--- src/rtl/rabs_pkg.sv ---
// Shared types, codes and reset constants for the register ALU branch step block.
package rabs_pkg;

  localparam int REG_COUNT_DEF   = 32;
  localparam int LABEL_SLOTS_DEF = 5;
  localparam int PC_WIDTH_DEF    = 8;

  localparam int IDX_W       = 5;
  localparam int IDX_SPAN    = 1 << IDX_W;
  localparam int DATA_W      = 32;
  localparam int LABEL_REGS  = 5;
  localparam int LABEL_W     = 8;
  localparam int LCOUNT_W    = 3;
  localparam int LIDX_W      = 3;
  localparam int NEXT_PC_W   = 8;
  localparam int CFG_ADDR_W  = 5;
  localparam int CFG_DATA_W  = 32;

  localparam logic [LCOUNT_W-1:0] VALID_LABELS_RESET = 3'd5;
  localparam logic [LABEL_W-1:0]  LABEL_RESET [LABEL_REGS] = '{8'd4, 8'd24, 8'd28, 8'd16, 8'd32};

  typedef enum logic [3:0] {
    OP_ADD  = 4'd0,
    OP_SUB  = 4'd1,
    OP_MUL  = 4'd2,
    OP_ADDI = 4'd3,
    OP_BEQ  = 4'd4,
    OP_BGT  = 4'd5,
    OP_BLE  = 4'd6,
    OP_J    = 4'd7,
    OP_NEG  = 4'd8
  } rabs_op_e;

  typedef enum logic [1:0] {
    ST_OK       = 2'd0,
    ST_NO_LABEL = 2'd1,
    ST_BAD_OP   = 2'd2
  } rabs_status_e;

  typedef enum logic [2:0] {
    CFG_VALID_LABELS = 3'd0,
    CFG_LABEL_ADDR0  = 3'd1
  } rabs_cfg_e;

  typedef struct packed {
    rabs_status_e               status;
    logic [NEXT_PC_W-1:0]       next_pc;
    logic                       wrote;
    logic [IDX_W-1:0]           write_index;
    logic signed [DATA_W-1:0]   write_value;
    logic                       taken;
  } rabs_res_t;

endpackage

--- src/rtl/rabs_regfile.sv ---
// Register file memory with reset-by-index valid bits and write-to-read forwarding.
module rabs_regfile #(
  parameter int REG_COUNT = rabs_pkg::REG_COUNT_DEF,
  localparam int AW = $clog2(REG_COUNT)
) (
  input  logic                               clk_i,
  input  logic                               rst_ni,
  input  logic                               rd_en_i,
  input  logic [AW-1:0]                      rd_addr_a_i,
  input  logic [AW-1:0]                      rd_addr_b_i,
  output logic signed [rabs_pkg::DATA_W-1:0] rd_data_a_o,
  output logic signed [rabs_pkg::DATA_W-1:0] rd_data_b_o,
  input  logic                               wr_en_i,
  input  logic [AW-1:0]                      wr_addr_i,
  input  logic signed [rabs_pkg::DATA_W-1:0] wr_data_i
);
  import rabs_pkg::*;

  logic [DATA_W-1:0]    rf_mem_q [REG_COUNT];
  logic [REG_COUNT-1:0] valid_q;
  logic [DATA_W-1:0]    rdata_a_q, rdata_b_q, fwd_data_q;
  logic [AW-1:0]        addr_a_q, addr_b_q;
  logic                 hit_a_q, hit_b_q, vld_a_q, vld_b_q;

  always_ff @(posedge clk_i) begin
    if (wr_en_i) begin
      rf_mem_q[wr_addr_i] <= wr_data_i;
    end
    if (rd_en_i) begin
      rdata_a_q  <= rf_mem_q[rd_addr_a_i];
      rdata_b_q  <= rf_mem_q[rd_addr_b_i];
      addr_a_q   <= rd_addr_a_i;
      addr_b_q   <= rd_addr_b_i;
      fwd_data_q <= wr_data_i;
    end
  end

  always_ff @(posedge clk_i or negedge rst_ni) begin
    if (!rst_ni) begin
      valid_q <= '0;
      hit_a_q <= 1'b0;
      hit_b_q <= 1'b0;
      vld_a_q <= 1'b0;
      vld_b_q <= 1'b0;
    end else begin
      if (wr_en_i) begin
        valid_q[wr_addr_i] <= 1'b1;
      end
      if (rd_en_i) begin
        hit_a_q <= wr_en_i && (wr_addr_i == rd_addr_a_i);
        hit_b_q <= wr_en_i && (wr_addr_i == rd_addr_b_i);
        vld_a_q <= valid_q[rd_addr_a_i];
        vld_b_q <= valid_q[rd_addr_b_i];
      end
    end
  end

  assign rd_data_a_o = hit_a_q ? fwd_data_q : (vld_a_q ? rdata_a_q : DATA_W'(addr_a_q));
  assign rd_data_b_o = hit_b_q ? fwd_data_q : (vld_b_q ? rdata_b_q : DATA_W'(addr_b_q));

endmodule

--- src/rtl/rabs_cfg.sv ---
// Configuration register bank holding the label count and label address table.
module rabs_cfg #(
  parameter int LABEL_SLOTS = rabs_pkg::LABEL_SLOTS_DEF,
  localparam int LabelStore =
    (LABEL_SLOTS < rabs_pkg::LABEL_REGS) ? LABEL_SLOTS : rabs_pkg::LABEL_REGS
) (
  input  logic                                          clk_i,
  input  logic                                          rst_ni,
  input  logic                                          psel,
  input  logic                                          penable,
  input  logic                                          pwrite,
  input  logic [rabs_pkg::CFG_ADDR_W-1:0]               paddr,
  input  logic [rabs_pkg::CFG_DATA_W-1:0]               pwdata,
  output logic [rabs_pkg::CFG_DATA_W-1:0]               prdata,
  output logic [rabs_pkg::LCOUNT_W-1:0]                 valid_labels_o,
  output logic [LabelStore-1:0][rabs_pkg::LABEL_W-1:0]  label_addr_o
);
  import rabs_pkg::*;

  logic [LCOUNT_W-1:0]                count_q;
  logic [LabelStore-1:0][LABEL_W-1:0] addr_q;
  logic [2:0]                         reg_idx;
  logic                               wr_en;

  assign reg_idx = paddr[4:2];
  assign wr_en   = psel && penable && pwrite;

  always_ff @(posedge clk_i or negedge rst_ni) begin
    if (!rst_ni) begin
      count_q <= VALID_LABELS_RESET;
      for (int i = 0; i < LabelStore; i++) begin
        addr_q[i] <= LABEL_RESET[i];
      end
    end else if (wr_en) begin
      if (reg_idx == CFG_VALID_LABELS) begin
        count_q <= pwdata[LCOUNT_W-1:0];
      end
      for (int i = 0; i < LabelStore; i++) begin
        if (reg_idx == 3'(CFG_LABEL_ADDR0) + 3'(i)) begin
          addr_q[i] <= pwdata[LABEL_W-1:0];
        end
      end
    end
  end

  always_comb begin
    prdata = '0;
    if (reg_idx == CFG_VALID_LABELS) begin
      prdata = CFG_DATA_W'(count_q);
    end
    for (int i = 0; i < LabelStore; i++) begin
      if (reg_idx == 3'(CFG_LABEL_ADDR0) + 3'(i)) begin
        prdata = CFG_DATA_W'(addr_q[i]);
      end
    end
  end

  assign valid_labels_o = count_q;
  assign label_addr_o   = addr_q;

endmodule

--- src/rtl/rabs_exec.sv ---
// Execute stage: arithmetic, branch compare, label lookup and next program counter.
module rabs_exec #(
  parameter int LABEL_SLOTS = rabs_pkg::LABEL_SLOTS_DEF,
  parameter int PC_WIDTH    = rabs_pkg::PC_WIDTH_DEF,
  localparam int LabelStore =
    (LABEL_SLOTS < rabs_pkg::LABEL_REGS) ? LABEL_SLOTS : rabs_pkg::LABEL_REGS
) (
  input  logic [3:0]                                    mode_i,
  input  logic [rabs_pkg::IDX_W-1:0]                    dest_i,
  input  logic signed [rabs_pkg::DATA_W-1:0]            immediate_i,
  input  logic [rabs_pkg::LIDX_W-1:0]                   label_index_i,
  input  logic signed [rabs_pkg::DATA_W-1:0]            op_a_i,
  input  logic signed [rabs_pkg::DATA_W-1:0]            op_b_i,
  input  logic [PC_WIDTH-1:0]                           pc_i,
  input  logic [rabs_pkg::LCOUNT_W-1:0]                 valid_labels_i,
  input  logic [LabelStore-1:0][rabs_pkg::LABEL_W-1:0]  label_addr_i,
  output logic [PC_WIDTH-1:0]                           pc_o,
  output rabs_pkg::rabs_res_t                           res_o
);
  import rabs_pkg::*;

  rabs_op_e            op;
  logic [LCOUNT_W-1:0] lim;
  logic                found, cond, is_branch;
  logic [LABEL_W-1:0]  target;
  logic [DATA_W-1:0]   alu;
  logic [PC_WIDTH-1:0] pc_inc;

  assign op     = rabs_op_e'(mode_i);
  assign lim    = (valid_labels_i < LCOUNT_W'(LabelStore)) ? valid_labels_i
                                                           : LCOUNT_W'(LabelStore);
  assign found  = label_index_i < lim;
  assign pc_inc = pc_i + PC_WIDTH'(1);

  always_comb begin
    target = '0;
    for (int i = 0; i < LabelStore; i++) begin
      if (label_index_i == LIDX_W'(i)) begin
        target = label_addr_i[i];
      end
    end
  end

  always_comb begin
    alu       = '0;
    cond      = 1'b0;
    is_branch = 1'b0;
    res_o     = '0;
    pc_o      = pc_i;
    case (op)
      OP_ADD:  alu = op_a_i + op_b_i;
      OP_SUB:  alu = op_a_i - op_b_i;
      OP_MUL:  alu = op_a_i * op_b_i;
      OP_ADDI: alu = op_a_i + immediate_i;
      OP_NEG:  alu = -op_a_i;
      OP_BEQ:  begin is_branch = 1'b1; cond = (op_a_i == op_b_i); end
      OP_BGT:  begin is_branch = 1'b1; cond = (op_a_i > op_b_i); end
      OP_BLE:  begin is_branch = 1'b1; cond = (op_a_i <= op_b_i); end
      OP_J:    begin is_branch = 1'b1; cond = 1'b1; end
      default: res_o.status = ST_BAD_OP;
    endcase
    if (op == OP_ADD || op == OP_SUB || op == OP_MUL || op == OP_ADDI || op == OP_NEG) begin
      res_o.wrote       = 1'b1;
      res_o.write_index = dest_i;
      res_o.write_value = alu;
      pc_o              = pc_inc;
    end else if (is_branch) begin
      if (!found) begin
        res_o.status = ST_NO_LABEL;
      end else if (cond) begin
        res_o.taken = 1'b1;
        pc_o        = PC_WIDTH'(target);
      end else begin
        pc_o = pc_inc;
      end
    end
    res_o.next_pc = NEXT_PC_W'(pc_o);
  end

endmodule

--- src/rtl/register_alu_branch_step.sv ---
// Top level of the register ALU branch step: decode, register file read, execute, output.
//
//  channel   dir  transfer when                      payload
//  s_axis    in   s_axis_tvalid & s_axis_tready     tdata: dest, src_a, src_b, imm, label
//  m_axis    out  m_axis_tvalid & m_axis_tready     tdata: next_pc, wrote, windex, wvalue, taken
//  apb       in   psel & penable & pwrite & pready  label count and label address table
//
// One instruction per cycle while the output is not stalled. An instruction is accepted
// and reads both operands from the register file memory into registers, then executes
// and writes back when it leaves the execute stage; its result is registered for output.
// A write in the same cycle as the following read is forwarded.
// Reset clears the valid bits; an unwritten register reads as its own index, so no sweep.
// A stalled output holds the execute stage; one more input is taken while the result
// waits, then the input stalls.
module register_alu_branch_step #(
  parameter int REG_COUNT   = rabs_pkg::REG_COUNT_DEF,
  parameter int LABEL_SLOTS = rabs_pkg::LABEL_SLOTS_DEF,
  parameter int PC_WIDTH    = rabs_pkg::PC_WIDTH_DEF
) (
  input  logic                              clk_i,
  input  logic                              rst_ni,
  input  logic                              s_axis_tvalid,
  output logic                              s_axis_tready,
  // dest_index[4:0], src_a_index[9:5], src_b_index[14:10], immediate[46:15],
  // label_index[49:47], zero fill above
  input  logic [55:0]                       s_axis_tdata,
  // mode[3:0]
  input  logic [3:0]                        s_axis_tuser,
  output logic                              m_axis_tvalid,
  input  logic                              m_axis_tready,
  // next_pc[7:0], wrote[8], write_index[13:9], write_value[45:14], taken[46], zero fill
  output logic [47:0]                       m_axis_tdata,
  // status[1:0]
  output logic [1:0]                        m_axis_tuser,
  input  logic                              psel,
  input  logic                              penable,
  input  logic                              pwrite,
  input  logic [rabs_pkg::CFG_ADDR_W-1:0]   paddr,
  input  logic [rabs_pkg::CFG_DATA_W-1:0]   pwdata,
  output logic [rabs_pkg::CFG_DATA_W-1:0]   prdata,
  output logic                              pready
);
  import rabs_pkg::*;

  localparam int AW = $clog2(REG_COUNT);
  localparam int LabelStore = (LABEL_SLOTS < LABEL_REGS) ? LABEL_SLOTS : LABEL_REGS;

  logic [IDX_W-1:0] sel_tab [IDX_SPAN];

  for (genvar g = 0; g < IDX_SPAN; g++) begin : g_sel
    assign sel_tab[g] = IDX_W'(g % REG_COUNT);
  end

  logic                          in_xfer, s1_fire;
  logic                          s1_valid_q, m_valid_q;
  logic [3:0]                    s1_mode_q;
  logic [IDX_W-1:0]              s1_dest_q;
  logic signed [DATA_W-1:0]      s1_imm_q;
  logic [LIDX_W-1:0]             s1_label_q;
  logic [IDX_W-1:0]              src_a, src_b;
  logic signed [DATA_W-1:0]      op_a, op_b;
  logic [PC_WIDTH-1:0]           pc_q, pc_d;
  logic [LCOUNT_W-1:0]           valid_labels;
  logic [LabelStore-1:0][LABEL_W-1:0] label_addr;
  rabs_res_t                     res, res_q;
  logic                          wr_en;

  assign src_a = sel_tab[s_axis_tdata[9:5]];
  assign src_b = sel_tab[s_axis_tdata[14:10]];

  assign s1_fire       = s1_valid_q && (!m_valid_q || m_axis_tready);
  assign s_axis_tready = !s1_valid_q || s1_fire;
  assign in_xfer       = s_axis_tvalid && s_axis_tready;
  assign wr_en         = s1_fire && res.wrote;

  rabs_cfg #(
    .LABEL_SLOTS (LABEL_SLOTS)
  ) u_cfg (
    .clk_i          (clk_i),
    .rst_ni         (rst_ni),
    .psel           (psel),
    .penable        (penable),
    .pwrite         (pwrite),
    .paddr          (paddr),
    .pwdata         (pwdata),
    .prdata         (prdata),
    .valid_labels_o (valid_labels),
    .label_addr_o   (label_addr)
  );

  rabs_regfile #(
    .REG_COUNT (REG_COUNT)
  ) u_regfile (
    .clk_i       (clk_i),
    .rst_ni      (rst_ni),
    .rd_en_i     (in_xfer),
    .rd_addr_a_i (AW'(src_a)),
    .rd_addr_b_i (AW'(src_b)),
    .rd_data_a_o (op_a),
    .rd_data_b_o (op_b),
    .wr_en_i     (wr_en),
    .wr_addr_i   (AW'(res.write_index)),
    .wr_data_i   (res.write_value)
  );

  rabs_exec #(
    .LABEL_SLOTS (LABEL_SLOTS),
    .PC_WIDTH    (PC_WIDTH)
  ) u_exec (
    .mode_i         (s1_mode_q),
    .dest_i         (s1_dest_q),
    .immediate_i    (s1_imm_q),
    .label_index_i  (s1_label_q),
    .op_a_i         (op_a),
    .op_b_i         (op_b),
    .pc_i           (pc_q),
    .valid_labels_i (valid_labels),
    .label_addr_i   (label_addr),
    .pc_o           (pc_d),
    .res_o          (res)
  );

  always_ff @(posedge clk_i) begin
    if (in_xfer) begin
      s1_mode_q  <= s_axis_tuser;
      s1_dest_q  <= sel_tab[s_axis_tdata[4:0]];
      s1_imm_q   <= s_axis_tdata[46:15];
      s1_label_q <= s_axis_tdata[49:47];
    end
    if (s1_fire) begin
      res_q <= res;
    end
  end

  always_ff @(posedge clk_i or negedge rst_ni) begin
    if (!rst_ni) begin
      s1_valid_q <= 1'b0;
      m_valid_q  <= 1'b0;
      pc_q       <= '0;
    end else begin
      if (in_xfer) begin
        s1_valid_q <= 1'b1;
      end else if (s1_fire) begin
        s1_valid_q <= 1'b0;
      end
      if (s1_fire) begin
        m_valid_q <= 1'b1;
        pc_q      <= pc_d;
      end else if (m_axis_tready) begin
        m_valid_q <= 1'b0;
      end
    end
  end

  assign m_axis_tvalid = m_valid_q;
  assign m_axis_tuser  = res_q.status;
  assign m_axis_tdata  = {1'b0, res_q.taken, res_q.write_value, res_q.write_index,
                          res_q.wrote, res_q.next_pc};
  assign pready        = 1'b1;

  a_stall_blocks_input: assert property (@(posedge clk_i) disable iff (!rst_ni)
    s1_valid_q && m_valid_q && !m_axis_tready |-> !s_axis_tready)
    else $error("input taken while execute stage is stalled");

  a_result_from_exec: assert property (@(posedge clk_i) disable iff (!rst_ni)
    $rose(m_valid_q) |-> $past(s1_fire))
    else $error("result appeared without an executed instruction");

  a_pc_holds: assert property (@(posedge clk_i) disable iff (!rst_ni)
    !s1_fire |=> $stable(pc_q))
    else $error("program counter moved without an executed instruction");

  a_taken_clean: assert property (@(posedge clk_i) disable iff (!rst_ni)
    m_valid_q && res_q.taken |-> res_q.status == ST_OK && !res_q.wrote)
    else $error("taken branch reports a write or an error");

endmodule
--- config.mk ---
export PLATFORM = sky130hd
export DESIGN_NAME = register_alu_branch_step
export DESIGN_NICKNAME = d
export VERILOG_FILES = /design/src/rtl/rabs_pkg.sv /design/src/rtl/rabs_regfile.sv /design/src/rtl/rabs_cfg.sv /design/src/rtl/rabs_exec.sv /design/src/rtl/register_alu_branch_step.sv
export SDC_FILE = /design/constraint.sdc
export NUM_CORES = 2
export LEC_CHECK = 0
export BUFFER_PORTS_ARGS = -buffer_cell sky130_fd_sc_hd__buf_2
export CAP_MARGIN = 20
export CORE_MARGIN = 3
export CORE_UTILIZATION = 58
export CTS_CLUSTER_SIZE = 14
export DETAILED_ROUTE_END_ITERATION = 16
export PLACE_DENSITY_LB_ADDON = 0.3
export SLEW_MARGIN = 15
export SYNTH_ARGS = -nofsm -noshare
export SYNTH_HDL_FRONTEND = slang
export SYNTH_SLANG_ARGS = --single-unit
--- constraint.sdc ---
create_clock -name clk_i -period 8.05 [get_ports clk_i]
set_input_delay 1.2075 -clock clk_i [delete_from_list [all_inputs] [get_ports clk_i]]
set_output_delay 1.2075 -clock clk_i [all_outputs]
set_load 0.02 [all_outputs]
=== After elaboration in Yosys (flattened, before gate mapping) ===
Memory sizes are Yosys's and may differ from the RTL's. A register that Yosys moved wholly into a read port is not among the register bits.
Cells that the tools add are included.

* $add $sub $neg: 5
* Multipliers: 1
* Order comparisons: 10
* Equality and inequality tests: 20
* Multiplexer cells: 45
* Bitwise logic cells: 6
* Reduce and logical (&&, ||, !) cells: 30

{| class="wikitable"
|+ Operator list
! cell !! count
|-
| one-hot mux 32 bit (5 select lines) || 1
|-
| two-way mux 32 bit || 4
|-
| two-way mux 8 bit || 14
|-
| adder 32 bit || 2
|-
| two-way mux 38 bit || 1
|-
| equality test 32 bit || 1
|-
| greater-than comparator 32 bit || 1
|-
| <= comparator 32 bit || 1
|-
| multiplier 32 x 32 -> 32 bit || 1
|-
| negator 32 bit || 1
|-
| OR 32 bit || 1
|-
| subtractor 32 bit || 1
|-
| two-way mux 5 bit || 4
|-
| < comparator 5 x 6 -> 1 bit, second input constant || 3
|-
| NOT 5 -> 6 bit || 3
|-
| equality test 4 x 3 -> 1 bit, second input constant || 4
|-
| equality test 3 x 2 -> 1 bit, second input constant || 4
|-
| greater-or-equal comparator 6 bit, second input constant || 2
|-
| AND reduction 2 bit || 6
|-
| two-way mux 1 bit || 11
|-
| binary-select mux 1 bit (select 5 bit) || 2
|-
| equality test 5 bit || 2
|-
| equality test 3 bit, second input constant || 3
|-
| OR reduction 9 bit || 1
|-
| other kinds (21) || 43
|}

* Flip-flop bits (word level): 219
* RAM bits: 1024
* Bits in read-only memories: 480
* Input bits: 104
* Word-level logic and storage cells: 147
* Memories kept: 4

{| class="wikitable"
|+ Memories
! name !! depth !! width !! read ports !! clocked after Yosys merged registers in !! wr ports !! line !! RTL
|-
| u_regfile.rf_mem_q || 32 || 32 || 2 || 2 || 1 || rabs_regfile.sv:19 || <nowiki>logic [DATA_W-1:0] rf_mem_q [REG_COUNT];</nowiki>
|-
| (no name shown) || 32 || 5 || 1 || 1 || 0 || register_alu_branch_step.sv:126 || <nowiki>s1_dest_q <= sel_tab[s_axis_tdata[4:0]];</nowiki>
|-
| (no name shown) || 32 || 5 || 1 || 0 || 0 || register_alu_branch_step.sv:69 || <nowiki>assign src_b = sel_tab[s_axis_tdata[14:10]];</nowiki>
|-
| (no name shown) || 32 || 5 || 1 || 0 || 0 || register_alu_branch_step.sv:68 || <nowiki>assign src_a = sel_tab[s_axis_tdata[9:5]];</nowiki>
|}

=== Logic depth before layout (Yosys ltp) ===
* Depth after elaboration: 11
* Gate-level depth with buffers: 33

=== By module ===
From an unflattened synthesis, not the netlist that was laid out.

* Cell total of the unflattened synthesis: 5285
* Area, all modules: 80100.6 um2

{| class="wikitable"
|+ By module, submodules not included
! module !! times used !! cells each !! area each (um2)
|-
| rabs_regfile || 1 || 2316 || 52650.5
|-
| rabs_exec || 1 || 2677 || 21957.3
|-
| register_alu_branch_step || 1 || 123 || 3249.4
|-
| rabs_cfg || 1 || 169 || 2243.4
|}

=== Worst setup path after synthesis ===
Ideal clock, no wire load.

* Path type: register to register
* From: register u_regfile.vld_b_q
* To: register res_q (netlist bit m_axis_tdata[44]), data pin
* Arrival time: 8351 ps
* Slack: -696 ps
* Stages on the path, launching flop included: 30
* Path through: dfrtp_1 buf_4 nor2b_4 buf_6 buf_6 a22oi_2 clkbuf_1 buf_1 nor2_1 fa_1 fa_1 fa_1 inv_1 fa_1 inv_1 fa_1 inv_1 fa_1 inv_1 fa_1 fa_1 ha_1 nand3_1 or2_2 a31oi_1 o211ai_1 a31o_2 o21ai_0 xnor2_1 o2111ai_1

{| class="wikitable"
|+ RTL lines
! what !! line !! RTL
|-
| start: declaration || rabs_regfile.sv:23 || <nowiki>logic hit_a_q, hit_b_q, vld_a_q, vld_b_q;</nowiki>
|-
| start signal: assignment || rabs_regfile.sv:53 || <nowiki>vld_b_q <= valid_q[rd_addr_b_i];</nowiki>
|-
| end signal: assignment || register_alu_branch_step.sv:131 || <nowiki>res_q <= res;</nowiki>
|-
| end: declaration || register_alu_branch_step.sv:65 || <nowiki>rabs_res_t res, res_q;</nowiki>
|}

==> run_results.csv <==
group,metric,value,unit
setup_path,critPathRequiredTime,8.54,ns
power,ir_drop,0.000213,V
cts,numCtsBuffers,139,
synth,yosysWarnings,0,
floorplan,die_h,376,µm
run_status,violations,"setup timing",
synth,yosys_most_used_dff,"edfxtp_1",
timing,worst_slew_pin_slew,1.13,ns
flow_run,maxCapViolCount,0,
synth,yosysMostFrequentCell,"edfxtp_1",
global_route,grt_max_degree,120,
floorplan,start_util,58.5,%
setup_path,r2r_cells,25,
floorplan,dieArea,0.141,mm²
route,post-route-drc-count,0,
setup_path,crit_path_end_kind,"flip-flop",
placement,placedCellCount,7267,
floorplan,die_x,376,µm
timing,fin_worst_skew,0.0513,ns
timing,finalSetupTns,-6.16,ns
timing,slew_headroom,24.4,%
route,vias,52142,
global_route,grt_overflow,0,
cts,cts-root-buf,"clkbuf_16",
floorplan,fp.coreArea,0.136,mm²
finish,nets,6391,
synth,synth_cells,5260,
synth,synthTopCellsByArea,"edfxtp_1 (46%), mux4_2 (19%), fa_1 (10%)",
global_route,grt_pass1_vias,53410,
synth,synth_common_cells,"edfxtp_1 (1,223), mux4_2 (667), nor2_1 (491)",
timing,maxSlewViolCount,0,
synth,netlist_area,0.0795,mm²
timing,setup_viol,76,
cts,cts_tree,"done",
synth,synth_cell_types,95,
finish,syn_to_final_growth,13.4,%
placement,dp.final_hpwl,160000,µm
synth,ys_seq_area_share,49.0,%
setup_path,max_stage_delay,0.69,ns
global_route,antenna_found_initial,12,
setup_path,crit_arrival,8.68,ns
cts,path_clk_slew,0.06,ns
timing,fmax,122,MHz
placement,gp_congestion,1.04,
floorplan,io_pins,189,
setup_path,setup.reg_to_reg.worst_slack,-0.14,ns
power,p_leak,33.9,nW
timing,rsz0062_at_grt,"true",
finish,fin_cells,7543,
synth,synth_top_area_share,46.2,%
route,drt_first_pass_iters,8,
cts,cts_hold_buf,0,
cts,cts_buffer_depth,3,
setup_path,cp_slowest_cell,"fa_1",
synth,syn_avg_cell_area,15.1,µm²
synth,synth_top_area_cell,"edfxtp_1",
cts,worstSkewPairLatency,0.79,ns
setup_path,startpoint_type,"flip-flop",
placement,port-buffer-count,130,
cts,cts_sinks,1312,
setup_path,rr_startpoint,"u_regfile.vld_b_q$_DFFE_PN0P_",
route,avgViaCountPerCell,6.91,
global_route,grt_usage,36.4,%
setup_path,reg2reg_to,"u_regfile.rf_mem_q[7][31]$_DFFE_PP_",
cts,htreeDepth,4,
route,wl,255000,µm
synth,ys_ff_latch,1312,
setup_path,path_class,"flip-flop to flip-flop",
route,drt-initial-drc-count,7265,
power,powerDensity,221,mW/mm²
synth,synth_edf_count,1223,
timing,hold_violations,0,
setup_path,critPathMaxFanout,34,
global_route,grt_pass1_wl,368000,µm
timing,fin_crit,8.19,ns
timing,timing.final.crit_share,102,%
route,postRouteAntennaNets,0,
route,wl_per_cell,33.8,µm
run_status,status,"complete, but fails checks",
timing,setup_ws,-0.143,ns
setup_path,crit_path_frequent_cell,"fa_1",
floorplan,rows,135,
synth,synthArstFlopShare,6.78,%
finish,layout-drive-gt1-share,30.6,%
worst_hold_path,worstHoldPathType,"primary input to asynchronous set/reset pin",
registers in the layout, summed over array words and instances (netlist names), 2 cells and up:
name                  count
u_regfile.rf_mem_q     1024
m_axis_tdata             47
u_cfg.label_addr_o       40
s1_imm_q                 32
u_regfile.fwd_data_q     32
u_regfile.rdata_a_q      32
u_regfile.rdata_b_q      32
u_regfile.valid_q        32
pc_q                      8
s1_dest_q                 5
u_regfile.addr_a_q        5
u_regfile.addr_b_q        5
s1_mode_q                 4
s1_label_q                3
u_cfg.valid_labels_o      3
m_axis_tuser              2
cell families (layout without fill, tap and decap cells):
kind of cell | Yosys count | after routing | synth area share [%]
DFF | 1312 | 1312 | 49.0
and+or+nand+nor | 999 | 999 | 5.65
buffers and inverters | 827 | 1301 | 4.16
muxes | 817 | 817 | 21.0
adders and majority gates | 637 | 637 | 13.9
AOI/OAI and AO/OA | 492 | 492 | 4.34
xor gates and xnor gates | 174 | 174 | 1.93
other | 2 | 30 | 0.00945
report_power, final:
group / switching (mW) / internal [mW]
clock network: 2.82 / 3.45
logic: 3.32 / 2.24
registers: 0.156 / 7.96
layout by cell type (no fill, tap or decap), types with 54 or more instances in the layout:
cell type,Yosys,layout
a21o_1,54,54
buf_2,18,123
mux2_2,112,112
dfrtp_1,79,76
ha_1,227,218
clkbuf_16,0,143
nand2_1,261,261
buf_4,32,348
edfxtp_1,1223,1223
a21oi_1,110,105
inv_1,477,469
mux4_2,667,667
o21ai_0,82,60
fa_1,410,401
xnor2_1,137,136
nor2_1,491,449
metrics by stage:
step,cell area (µm²),power (mW),util (%),setup WS [ns],hold WS [ns]
2_1_floorplan,79700,11.5,-,-0.249,0.452
3_3_place_gp,85100,13.4,62.7,-0.207,0.463
3_5_place_dp,85100,13.5,62.7,-0.242,0.472
4_1_cts,89800,19.8,66.1,-0.0223,0.359
5_1_grt,90100,20.7,66.4,-0.262,0.383
6_report,90100,19.9,66.4,-0.143,0.380
critical path, delay by kind of cell (launching register included):
kind / cells / cell delay [ns]
fa+ha+maj: 9 / 4.54
compound gates: 6 / 1.49
buf+inv: 6 / 0.84
flops: 1 / 0.43
simple gates: 2 / 0.27
mux: 1 / 0.18
xor+xnor: 1 / 0.15
worst max-delay path by stage:
stage / cells after the start / start / endpoint / slack, ns
global placement: 31 / u_regfile.vld_b_q$_DFFE_PN0P_ / u_regfile.rf_mem_q[23][31]$_DFFE_PP_ / -0.21
finish: 25 / u_regfile.vld_b_q$_DFFE_PN0P_ / u_regfile.rf_mem_q[7][31]$_DFFE_PP_ / -0.14
detailed placement: 31 / u_regfile.vld_b_q$_DFFE_PN0P_ / u_regfile.rf_mem_q[20][31]$_DFFE_PP_ / -0.24
CTS: 32 / u_regfile.vld_b_q$_DFFE_PN0P_ / u_regfile.rf_mem_q[3][28]$_DFFE_PP_ / -0.02
floorplan: 31 / u_regfile.vld_a_q$_DFFE_PN0P_ / m_axis_tdata[39]$_DFFE_PP_ / -0.25
global route: 26 / u_regfile.vld_b_q$_DFFE_PN0P_ / u_regfile.rf_mem_q[24][31]$_DFFE_PP_ / -0.26
layout make-up:
class	instances	area (µm²)
Fill cell	9137	45700
Sequential cell	1312	39000
Multi-Input combinational cell	3145	38100
Timing Repair Buffer	541	4510
Clock buffer	181	3730
Tap cell	1781	2230
Inverter	511	1950
Clock inverter	68	669
Antenna cell	4	10.0
what timing repair did:
item                       in CTS  in global routing
setup buffers                   9                  7
setup endpoints to repair     294                509
gates cloned                    2                  3
pin swaps                       9                 25
resized for setup              52                 43
layer usage:
| layer | GRT usage (%) | wire length [µm] | up-vias |
|---|---|---|---|
| met1 | 48.0 | 88400 | 26850 |
| met4 | 18.5 | 15800 | 4 |
| met3 | 8.54 | 30300 | 866 |
| met5 | 0 | 20 | - |
| met2 | 57.3 | 120000 | 3884 |
| li1 | - | - | 20538 |
Power figures use the tool's default switching activity.
